`src/rtl/rac_pkg.sv`:
```
// shared types and constants for the range align-and-coalesce block
// no dependencies
package rac_pkg;
  localparam int MaxRanges = 64;
  localparam int IdxW = $clog2(MaxRanges);
  localparam int CntW = IdxW + 1;
  localparam int AddrW = 49;
  localparam int QuoW = 50;

  typedef enum logic [2:0] {
    ST_IDLE,
    ST_DIV_LO,
    ST_DIV_HI,
    ST_MUL,
    ST_STORE,
    ST_SORT,
    ST_EMIT
  } state_t;

  typedef struct packed {
    logic             load;
    logic             shift;
    logic [AddrW-1:0] start;
    logic [AddrW-1:0] stop;
  } cell_ctl_t;
endpackage

```
`src/rtl/rac_divider.sv`:
```
// restoring divider, one quotient bit per cycle; gives the remainder
// depends on rac_pkg
module rac_divider (
  input  logic                        clk,
  input  logic                        rst,
  input  logic                        go,
  input  logic [rac_pkg::QuoW-1:0]    dividend,
  input  logic [31:0]                 divisor,
  output logic                        done,
  output logic [31:0]                 remainder
);
  logic [rac_pkg::QuoW-1:0] quo;
  logic [32:0]              rem;
  logic [31:0]              dvs;
  logic [5:0]               cnt;
  logic                     busy;
  logic [33:0]              trial;

  assign trial = {rem, quo[rac_pkg::QuoW-1]} - {2'b00, dvs};

  always_ff @(posedge clk) begin
    if (rst) begin
      busy <= 1'b0;
      done <= 1'b0;
      cnt  <= '0;
    end else begin
      done <= 1'b0;
      if (go) begin
        busy <= 1'b1;
        quo  <= dividend;
        rem  <= '0;
        dvs  <= divisor;
        cnt  <= 6'(rac_pkg::QuoW);
      end else if (busy) begin
        if (!trial[33]) begin
          rem <= trial[32:0];
          quo <= {quo[rac_pkg::QuoW-2:0], 1'b1};
        end else begin
          rem <= {rem[31:0], quo[rac_pkg::QuoW-1]};
          quo <= {quo[rac_pkg::QuoW-2:0], 1'b0};
        end
        cnt <= cnt - 6'd1;
        if (cnt == 6'd1) begin
          busy <= 1'b0;
          done <= 1'b1;
        end
      end
    end
  end

  // the remainder is below the divisor, so 32 bits hold it
  assign remainder = rem[31:0];
endmodule

```
`config.mk`:
```
export PLATFORM = sky130hd
export DESIGN_NAME = rac_divider
export DESIGN_NICKNAME = d
export VERILOG_FILES = /design/src/rtl/rac_pkg.sv /design/src/rtl/rac_divider.sv
export SDC_FILE = /design/constraint.sdc
export NUM_CORES = 1
export LEC_CHECK = 0
export ABC_CLOCK_PERIOD_IN_PS = 13180
export BUFFER_PORTS_ARGS = -buffer_cell sky130_fd_sc_hd__buf_2
export CAP_MARGIN = 20
export CORE_MARGIN = 2
export CORE_UTILIZATION = 49
export CTS_CLUSTER_DIAMETER = 200
export DETAILED_ROUTE_END_ITERATION = 8
export GPL_TIMING_DRIVEN = 0
export HOLD_SLACK_MARGIN = 0.08
export PLACE_DENSITY = 0.7
export RECOVER_POWER = 50
export SYNTH_ARGS = -nofsm -noshare
export SYNTH_HDL_FRONTEND = slang
export SYNTH_SLANG_ARGS = --single-unit
```
`constraint.sdc`:
```
create_clock -name clk -period 13.18 [get_ports clk]
set_clock_uncertainty 0.2 [all_clocks]
set_input_delay 3.954 -clock clk [delete_from_list [all_inputs] [get_ports clk]]
set_output_delay 3.954 -clock clk [all_outputs]
set_load 0.05 [all_outputs]
```
==> flow_metrics.env <==
export IMPL_p_leak_nw=3.466
export IMPL_cts_setup_buffers=0
export IMPL_syn_area_per_cell_sq_um=11.41
export IMPL_fillCellCount=1193
export IMPL_crit_path_max_fanout=32
export IMPL_syn_cell_area_sq_mm=0.007087
export IMPL_drtAntennaViolNets=0
export IMPL_vias_per_cell=5.338
export IMPL_rsz0062_at_grt="false"
export IMPL_slew_headroom_pct=35.28
export IMPL_syn_inst=621
export IMPL_multi_input_area_sq_mm=0.002974
export IMPL_cts_tree="built"
export IMPL_cts_buffers=17
export IMPL_design_area_sq_mm=0.008474
export IMPL_crit_slowest_cell="nor2_4"
export IMPL_io_pins=118
export IMPL_hold_buffers=0
export IMPL_worst_pin_slew_ns=0.9685
export IMPL_crit_family="buffers and inverters"
export IMPL_ys_warn_count=0
export IMPL_overflow=0
export IMPL_fin_crit_ns=6.143
export IMPL_design_final_nets=877
export IMPL_ir_drop_mv=0.1226
export IMPL_globalRouteTotalUtil_pct=20.60
export IMPL_synth_seq_cells=123
export IMPL_ys_seq_area_share_pct=50.99
export IMPL_end_kind="register"
export IMPL_cap_violations=0
export IMPL_first_global_vias=5238
export IMPL_drt_iter0_markers=241
export IMPL_yosys_area_top_type="edfxtp_1"
export IMPL_antenna_found_initial=1
export IMPL_netlist_area_leader_share_pct=48.73
export IMPL_gp_congestion=0.9146
export IMPL_port_buffers=115
export IMPL_slowest_delay_ns=0.71
export IMPL_core_sq_mm=0.01399
export IMPL_dieArea_sq_mm=0.01544
export IMPL_crit_chain="clkbuf_1, clkbuf_1, nor2_1, nor2_4, buf_12, buf_12"
export IMPL_pwr_density_cell_mw_per_mm2=150.9
export IMPL_synth_area_top_cells="edfxtp_1 (49%), mux2_2 (8.1%), ha_1 (6.0%), buf_4 (3.5%), mux2i_1 (3.1%)"
export IMPL_synthArstFlopShare_pct=0
export IMPL_wl_per_cell_microns=16.23
export IMPL_required_ns=13.09
export IMPL_die_y_microns=124.3
export IMPL_clock_latency_ns=0.42
export IMPL_clk_pin_slew_ns=0.06
export IMPL_whs_ns=0.3461
export IMPL_post_dp_hpwl_mm=11.06
export IMPL_num_rows=43
export IMPL_htreeDepth=4
export IMPL_synth_edf_count=115
export IMPL_finalHoldViolations=0
export IMPL_synth_ff_type="edfxtp_1"
export IMPL_start_util_pct=50.66
export IMPL_timing_final_crit_share_pct=46.61
export IMPL_fmax_mhz=162.8
export IMPL_crit_type="in2reg"
export IMPL_startpoint_type="input port"
export IMPL_fin_setup_tns_ns=0
export IMPL_synthTopCellsByCount="edfxtp_1 (115), nor2_1 (55), mux2_2 (51), a21oi_1 (41), inv_1 (41)"
export IMPL_die_width_microns=124.3
export IMPL_slew_viol_final=0
export IMPL_yosys_cell_types_count=57
export IMPL_grt_max_degree=33
export IMPL_area_sequential_sq_mm=0.003613
export IMPL_clock_path_buffers=2
export IMPL_wl_mm=15.44
export IMPL_cts_sinks=123
export IMPL_status="completed"
export IMPL_first_pass_iters=4
export IMPL_ff2ff_setup_slack_ns=9.55
export IMPL_num_vias=5076
export IMPL_syn_to_final_growth_pct=19.58
export IMPL_drive_above_1_share_pct=28.05
export IMPL_cp_num_buf_inv=4
export IMPL_synth_most_common_cell="edfxtp_1"
export IMPL_setup_violations=0
export IMPL_synthesis_nets=741
export IMPL_cts_root_buffer="clkbuf_16"
export IMPL_grt_first_pass_wirelength_mm=25.36
export IMPL_cp_arrival_ns=6.06
export IMPL_post_route_drc_count=0
export IMPL_hold_path_class="reg2reg"
export IMPL_post_cts_resized=0
export IMPL_post_dp_cell_area_sq_mm=0.007943
per-stage QoR:
stage	util [%]	total power [mW]	instances	setup slack, ns
after floorplan	-	0.7560	621	4.464
after global placement	56.39	0.8251	916	2.573
after detailed placement	56.78	0.8330	918	6.544
after CTS	60.90	1.292	950	6.972
after global routing	60.56	1.340	950	6.869
final	60.58	1.279	951	7.037
path summary, 6_finish.rpt:
check | end | from | cells past startpoint
hold reg to reg | quo[5]$_DFFE_PP_ | quo[4]$_DFFE_PP_ | 1
setup / recovery | quo[0]$_DFFE_PP_ | go | 6
setup reg to reg | rem[25]$_SDFFCE_PP0P_ | rem[17]$_SDFFCE_PP0P_ | 13
hold / removal | quo[5]$_DFFE_PP_ | quo[4]$_DFFE_PP_ | 1
cell families after synthesis:
kind of cell	count (synthesis)	share of synthesized area [%]
DFF	123	50.99
muxes	73	11.21
buffers and inverters	94	7.115
AOI/OAI and AO/OA	114	10.59
xor gates and xnor gates	29	3.584
and+or+nand+nor	153	10.22
adders and majority gates	35	6.285
power breakdown:
group,switching [mW],internal (mW)
Clock,0.177,0.278
Sequential,0.0173,0.469
Combinational,0.197,0.139
per-layer routing:
| metal | track usage (%) | routed length (microns) |
|---|---|---|
| met5 | 0 | 0 |
| met4 | 8.394 | 289 |
| met3 | 6.916 | 1113 |
| met2 | 33.17 | 7305 |
| met1 | 25.54 | 6729 |
layout make-up:
| class | count | share of cell area [%] |
|---|---|---|
| clock buffers | 18 | 5.064 |
| well taps | 180 | 2.658 |
| repair buffers | 117 | 6.821 |
| inverters | 41 | 1.816 |
| multi-input cells | 404 | 35.10 |
| clock inverters | 14 | 1.742 |
| plain buffers | 53 | 4.134 |
| flip-flops and latches | 123 | 42.64 |
| diodes | 1 | 0.02953 |
flip-flops by register name, summed over array words and instances (netlist names):
signal / count
busy: 1
cnt: 6
done: 1
dvs: 32
quo: 50
rem: 33
cells in the final DEF (no fill, tap or decap), types with 9 or more instances in the layout:
master,n
edfxtp_1,115
buf_2,86
nor2_1,53
mux2_2,50
clkbuf_1,47
inv_1,41
a21oi_1,41
ha_1,34
nand2_1,33
buf_4,33
mux2i_1,22
xnor2_1,21
o21ai_0,17
clkbuf_16,17
nand3_1,13
nor3_1,11
nand2b_1,9
Power figures use the tool's default switching activity.
