--- src/rtl/rac_pkg.sv ---
// shared types and constants for the range align-and-coalesce block
// no dependencies
package rac_pkg;
  localparam int MaxRanges = 64;
  localparam int IdxW = $clog2(MaxRanges);
  localparam int CntW = IdxW + 1;
  localparam int AddrW = 49;
  localparam int QuoW = 50;

  typedef enum logic [2:0] {
    ST_IDLE,
    ST_DIV_LO,
    ST_DIV_HI,
    ST_MUL,
    ST_STORE,
    ST_SORT,
    ST_EMIT
  } state_t;

  typedef struct packed {
    logic             load;
    logic             shift;
    logic [AddrW-1:0] start;
    logic [AddrW-1:0] stop;
  } cell_ctl_t;
endpackage

--- src/rtl/rac_cell.sv ---
// one slot of the insertion-sort chain: holds a range and its valid bit
// depends on rac_pkg
module rac_cell (
  input  logic                      clk,
  input  logic                      rst,
  input  rac_pkg::cell_ctl_t        ctl,
  // neighbor feeding this slot: the left one on load, the right one on shift
  input  logic                      prev_valid,
  input  logic                      prev_gt,
  input  logic [rac_pkg::AddrW-1:0] prev_start,
  input  logic [rac_pkg::AddrW-1:0] prev_stop,
  output logic                      valid,
  output logic                      gt,
  output logic [rac_pkg::AddrW-1:0] start,
  output logic [rac_pkg::AddrW-1:0] stop
);
  logic open_here;
  logic open_prev;

  // gt: this slot holds a range ordered after the incoming one
  assign gt = valid && (start > ctl.start);
  // open: empty or ordered after the incoming range; the first open slot takes it
  assign open_here = !valid || gt;
  assign open_prev = !prev_valid || prev_gt;

  always_ff @(posedge clk) begin
    if (rst) begin
      valid <= 1'b0;
    end else if (ctl.shift) begin
      valid <= prev_valid;
    end else if (ctl.load) begin
      if (prev_gt || (open_here && !open_prev)) begin
        valid <= 1'b1;
      end
    end
  end

  always_ff @(posedge clk) begin
    if (ctl.shift) begin
      start <= prev_start;
      stop  <= prev_stop;
    end else if (ctl.load) begin
      if (prev_gt) begin
        start <= prev_start;
        stop  <= prev_stop;
      end else if (open_here && !open_prev) begin
        start <= ctl.start;
        stop  <= ctl.stop;
      end
    end
  end
endmodule
--- config.mk ---
export PLATFORM = sky130hd
export DESIGN_NAME = rac_cell
export DESIGN_NICKNAME = d
export VERILOG_FILES = /design/src/rtl/rac_pkg.sv /design/src/rtl/rac_cell.sv
export SDC_FILE = /design/constraint.sdc
export NUM_CORES = 1
export LEC_CHECK = 0
export BUFFER_PORTS_ARGS = -buffer_cell sky130_fd_sc_hd__buf_2
export CORE_AREA = 3 3 116 118
export DETAILED_ROUTE_END_ITERATION = 10
export DIE_AREA = 0 0 119 121
export PLACE_DENSITY = 0.78
export SLEW_MARGIN = 20
export SYNTH_ARGS = -nofsm -noshare
export SYNTH_HDL_FRONTEND = slang
export SYNTH_SLANG_ARGS = --single-unit
--- constraint.sdc ---
create_clock -name clk -period 24.5 [get_ports clk]
set_input_delay 1.225 -clock clk [delete_from_list [all_inputs] [get_ports clk]]
set_output_delay 1.225 -clock clk [all_outputs]
set_load 0.02 [all_outputs]
==> results of run 1 <==
report_power, final:
group	internal, mW	switching, mW
clock network	0.0674	0.0602
logic	0.0464	0.0621
registers	0.208	0.00701
total	0.322	0.129
sequential cells by signal, summed over array words and instances, names as in the netlist:
| name | flops |
|---|---|
| start | 49 |
| stop | 49 |
| valid | 1 |
synth_stat cells, types with 2 or more instances:
library cell   n  area, um2
inv_1         54        203
edfxtp_1      98       2940
a221oi_1       5       43.8
nand2_1       10       37.5
a21oi_1       17       85.1
buf_2         10       50.1
nor2_1         4       15.0
mux2_2        98       1100
a21o_1         4       30.0
o21ai_1        2       10.0
ha_1          49        613
nor3_1         4       20.0
nand3_1        7       35.0
and4_1         3       26.3
nand4_1       10       62.6
o21ai_0        5       25.0
metal layers:
metal	global-route usage, %	up-vias
li1	-	2095
met1	22.3	1973
met2	34.8	183
met3	4.38	24
met4	8.11	0
met5	0	-
final cells by class:
class / instances / area, um2 / share of cell area [%]
clock buffer: 9 / 225 / 3.04
sequential: 99 / 2960 / 40.0
multi-input combinational: 230 / 2230 / 30.2
tap: 172 / 215 / 2.91
clock inverter: 6 / 32.5 / 0.439
inverter: 54 / 203 / 2.74
timing repair buffer: 304 / 1530 / 20.7
worst max-delay path, stage by stage:
cell	delay, ns
buf_2	0.10
inv_1	0.04
ha_1	0.31
a21oi_1	0.14
o21ai_0	0.11
a221oi_1	0.48
o21ai_1	0.15
nor4_2	0.46
nor3_1	0.12
buf_2	0.20
cells by family (layout without fill, tap and decap cells):
family                   count (synthesis)  in the layout  share of synthesized area [%]
AND/OR/NAND/NOR                         42             42                           4.31
multiplexers                            98             98                           20.3
adder cells (fa/ha/maj)                 49             49                           11.3
flip-flops                              99             99                           54.6
buffers and inverters                   64            373                           4.66
AO/OA/AOI/OAI                           41             41                           4.84
metrics by stage:
stage / cell area, um2 / cells
6_report: 7400 / 874
5_1_grt: 7400 / 874
4_1_cts: 7400 / 874
3_5_place_dp: 7140 / 859
3_3_place_gp: 7140 / 859
2_1_floorplan: 5430 / 393
how the worst max path moves through the flow:
stage	from	end	slack, ns	depth (start not counted)
final	ctl[69]	gt	19.92	10
after global routing	ctl[69]	gt	19.75	10
after CTS	ctl[69]	gt	19.93	10
after detailed placement	ctl[69]	gt	19.94	10
after global placement	ctl[69]	gt	19.97	10
after floorplan	ctl[93]	start[0]$_DFFE_PP_	14.30	8
==> run_results.csv, run 1 <==
group,metric,value,unit
sta,post-route-period-util,18.7,%
detailed_routing,vias,4275,
critical_path,reg2regPathDepth,9,
worst_hold_path,hp-start,"valid$_SDFFE_PP0P_",
logic_synthesis,syn_area,5430,um2
critical_path,setup.worst_path.start_class,"input port",
sta,rsz0062_at_grt,"no",
logic_synthesis,ys_types,29,
detailed_routing,drt-total-wl,14400,um
detailed_routing,highest_layer,"met4",
pwr,p_total,451,uW
sta,finalHoldViolCount,0,
cells_and_area,nNetsFinal,949,
status,status,"finished clean",
clocking,htree_levels,3,
cells_and_area,final_cell_mix,"301 x buf_2, 98 x mux2_2, 98 x edfxtp_1, 54 x inv_1, 49 x ha_1",
detailed_routing,wl_met1,5680,um
worst_hold_path,worstHoldEndpoint,"valid$_SDFFE_PP0P_",
grt,grt_pass1_wl,22000,um
placement,gp_congestion,0.834,
detailed_routing,drt_pass1_iterations,4,
logic_synthesis,synth-main-ff-cell,"edfxtp_1",
sta,setup_ws,19.92,ns
clocking,clock_path_buffers,2,
sta,layout_min_cycle_time,4.58,ns
critical_path,critPathRequiredTime,23.27,ns
detailed_routing,met3_length,789,um
grt,grt_max_degree,99,
critical_path,worstPathMaxFanout,3,
critical_path,end_kind,"output pin",
floorplan,io_pins,302,
pwr,peakVddDrop,39.9,uV
clocking,cts_resized,0,
floorplan,dieArea,14400,um2
floorplan,start_util,43.2,%
logic_synthesis,synth_edf_count,98,
clocking,ctsRootBufferMaster,"clkbuf_16",
pwr,power_density,61.0,nW/um2
critical_path,worstSetupPathType,"in2out",
clocking,clk_latency,0.34,ns
logic_synthesis,ys_seq_area_share,54.6,%
sta,skew,0.0103,ns
cells_and_area,drive_above_1_share,59.7,%
sta,fmax,0.218,GHz
logic_synthesis,synth-seq-cells,99,
detailed_routing,met2_length,7590,um
sta,drv_slew,0,
grt,grt_pass1_vias,4514,
flow_run,drv_cap,0,
detailed_routing,drc_errors,0,
cells_and_area,fin_util,58.9,%
detailed_routing,routed_via_density,4.89,
sta,setup_tns,0,ns
detailed_routing,ant_nets,0,
floorplan,die_x,119,um
logic_synthesis,netlist_instances,393,
critical_path,r2r_end,"start[30]$_DFFE_PP_",
worst_hold_path,min_path_cells,2,
cells_and_area,nFillCells,1015,
logic_synthesis,async_flop_share,0,%
logic_synthesis,syn_nets,644,
clocking,postCtsSetupRepairBufs,0,
sta,tightest_slew,0.878,ns
logic_synthesis,avgSynthCellArea,13.8,um2
critical_path,regToRegSetupSlack,20.95,ns
sta,timing.hold.ws,0.535,ns
floorplan,fp-row-count,41,
clocking,hold_buffers,0,
grt,track_usage,19.4,%
sta,setup_viol,0,
critical_path,arrival,3.36,ns
cells_and_area,final_common_cell,"buf_2",
detailed_routing,wl_per_cell,16.4,um
detailed_routing,drt_iter0_drc,96,
clocking,clk_pin_slew,0.06,ns
placement,dp_slack,19.94,ns
clocking,cts.sinks,99,
placement,portBuffers,301,
placement,hpwl,11500,um
clocking,numCtsBuffers,9,
pwr,p_leak,3.52,nW
cells_and_area,diodes,0,
sta,slew_headroom,41.4,%
grt,grt.overflow.total,0,
grt,antenna_found_initial,0,
floorplan,die_h,121,um
floorplan,coreArea,12600,um2
critical_path,r2r-start,"start[44]$_DFFE_PP_",
cells_and_area,area_growth,36.4,%
logic_synthesis,yosysWarningCount,0,
worst_hold_path,hold_class,"reg2reg",
clocking,cts_tree,"done",
(Power assumes the default switching activity.)
==> inputs of run 2 (changes only) <==
- CORE_AREA: 3 3 116 118 -> 3 3 118 120
- DIE_AREA: 0 0 119 121 -> 0 0 121 123
- PLACE_DENSITY: 0.78 -> 0.76
- clock period: 24.5 -> 4.7 ns (I/O delays scaled with it)
==> run 2 against run 1 <==
Combinational power increased to 5.3 times the previous value. Sequential power increased to 5.2 times the previous value. Total power increased to 5.5 times the previous value. Setup slack got worse by 18 ns. Die area increased by 3.4%. Routed wire length increased by 0.32%. First-iteration DRC count increased by 6.3%. Global-route usage decreased by 0.67 points. Flip-flop and latch count unchanged. Critical endpoint is now start[21]$_DFFE_PP_.
==> run_results.csv, run 2 (same netlist as run 1, synthesis figures left out) <==
group,metric,value,unit
grt,grt_max_degree,49,
pwr,p_seq_share,45.5,%
cells_and_area,area_growth,38.1,%
critical_path,crit_buf_inv,1,
cells_and_area,nFillCells,1070,
critical_path,worstPathMaxFanout,41,
placement,gp_congestion,0.864,
clocking,cts_tree,"done",
detailed_routing,drc_errors,0,
pwr,peakVddDrop,234,uV
cells_and_area,diodes,0,
floorplan,start_util,41.5,%
cells_and_area,final_common_cell,"buf_2",
detailed_routing,wl_per_cell,16.4,um
cells_and_area,drive_above_1_share,59.7,%
sta,timing.hold.ws,0.0640,ns
placement,hpwl,11800,um
sta,layout_min_cycle_time,3.13,ns
worst_hold_path,hold_class,"in2reg",
detailed_routing,drt_iter0_drc,102,
pwr,power_density,329,nW/um2
critical_path,worstSetupPathType,"reg2reg",
clocking,ctsRootBufferMaster,"clkbuf_16",
sta,drv_slew,0,
sta,slew_headroom,40.0,%
cells_and_area,nNetsFinal,951,
clocking,cts.sinks,99,
clocking,htree_levels,3,
critical_path,end_kind,"flop",
sta,post-route-period-util,66.5,%
clocking,clk_pin_slew,0.06,ns
detailed_routing,drt_pass1_iterations,4,
clocking,clk_latency,0.34,ns
clocking,cts_resized,0,
cells_and_area,largestRegisters,"start (49), stop (49), valid (1)",
detailed_routing,ant_nets,0,
grt,antenna_found_initial,0,
critical_path,path_delay_family,"compound AO/OA/AOI/OAI gates",
status,status,"finished clean",
floorplan,die_h,123,um
detailed_routing,routed_via_density,4.85,
sta,tightest_slew,0.901,ns
cells_and_area,final_cell_mix,"301 x buf_2, 98 x mux2_2, 98 x edfxtp_1, 54 x inv_1, 49 x ha_1",
sta,setup_viol,0,
clocking,hold_buffers,0,
critical_path,worstPathCellList,"ha_1 > nand4_1 > and4bb_1 > nand2_1 > o21ai_1 > nor4_2 > o31ai_4 > buf_12",
flow_run,drv_cap,0,
pwr,power_frac_comb,23.3,%
pwr,swShare,27.3,%
critical_path,setup.worst_path.start_class,"flop",
floorplan,die_x,121,um
sta,skew,0.00844,ns
clocking,clock_path_buffers,2,
sta,finalHoldViolCount,0,
grt,grt_pass1_vias,4464,
pwr,clkPwrFrac,31.2,%
detailed_routing,vias,4269,
sta,setup_tns,0,ns
pwr,p_switching,673,uW
pwr,p_int,1.79,mW
sta,rsz0062_at_grt,"no",
cells_and_area,final_area,7490,um2
floorplan,coreArea,13100,um2
pwr,p_total,2.46,mW
grt,grt.overflow.total,0,
placement,placed_cell_area,7190,um2
placement,portBuffers,301,
critical_path,critPathRequiredTime,4.72,ns
grt,track_usage,18.7,%
pwr,p_leak,3.56,nW
floorplan,io_pins,302,
critical_path,cp_slowest_cell,"o31ai_4",
clocking,postCtsSetupRepairBufs,0,
floorplan,fp-row-count,42,
critical_path,slowest_delay,0.81,ns
critical_path,arrival,3.15,ns
detailed_routing,drt-total-wl,14400,um
grt,grt_pass1_wl,21700,um
clocking,numCtsBuffers,9,
sta,fmax,0.320,GHz
floorplan,dieArea,14900,um2
-- run 2: changes by cell type in the layout (fill, tap and decap cells not counted), sizes merged --
| cell | change |
|---|---|
| bufinv | +2 |
| inv | -1 |
| buf | +2 |
-- run 2: power groups by stage --
| stage | logic [mW] | registers, mW | clock network [mW] |
|---|---|---|---|
| 4_1_cts | 0.582 | 1.12 | 0.790 |
| 3_5_place_dp | 0.579 | 1.14 | 0 |
| 3_3_place_gp | 0.565 | 1.13 | 0 |
| 6_report | 0.575 | 1.12 | 0.770 |
| 2_1_floorplan | 0.214 | 1.26 | 0 |
| 5_1_grt | 0.628 | 1.13 | 0.820 |
-- run 2: layout make-up --
cell class | count | area [um2] | share of cell area [%]
flip-flops and latches | 99 | 2960 | 39.5
well taps | 176 | 220 | 2.94
repair buffers | 306 | 1570 | 20.9
clock inverters | 7 | 82.6 | 1.10
inverters | 54 | 203 | 2.70
multi-input cells | 230 | 2230 | 29.8
clock buffers | 9 | 225 | 3.01
-- run 2: routing by layer --
| metal | GRT usage, % | routed length (um) |
|---|---|---|
| met5 | 0 | 0 |
| met4 | 8.36 | 355 |
| met3 | 4.07 | 1010 |
| met2 | 33.3 | 7460 |
| met1 | 21.8 | 5580 |
-- run 2: worst paths after layout --
path,start,end,slack [ns],cells past startpoint
hold / removal,rst,valid$_SDFFE_PP0P_,0.06,2
setup / recovery,start[44]$_DFFE_PP_,start[21]$_DFFE_PP_,1.57,8
hold reg to reg,valid$_SDFFE_PP0P_,valid$_SDFFE_PP0P_,0.54,2
setup reg to reg,start[44]$_DFFE_PP_,start[21]$_DFFE_PP_,1.57,8
-- run 2: worst reg2reg max path, cell delays in order, from the launching register on --
cell and delay, ns:
edfxtp_1 0.42, ha_1 0.34, nand4_1 0.13, and4bb_1 0.38
nand2_1 0.11, o21ai_1 0.19, nor4_2 0.09, o31ai_4 0.81
buf_12 0.33
-- run 2: through the flow --
step                setup slack (ns)  utilization, %  cells
floorplan                      0.154               -    393
global placement                1.67            54.9    865
detailed placement              1.57            54.9    865
CTS                             1.55            57.3    881
global route                    1.29            57.3    881
finish                          1.57            57.3    881
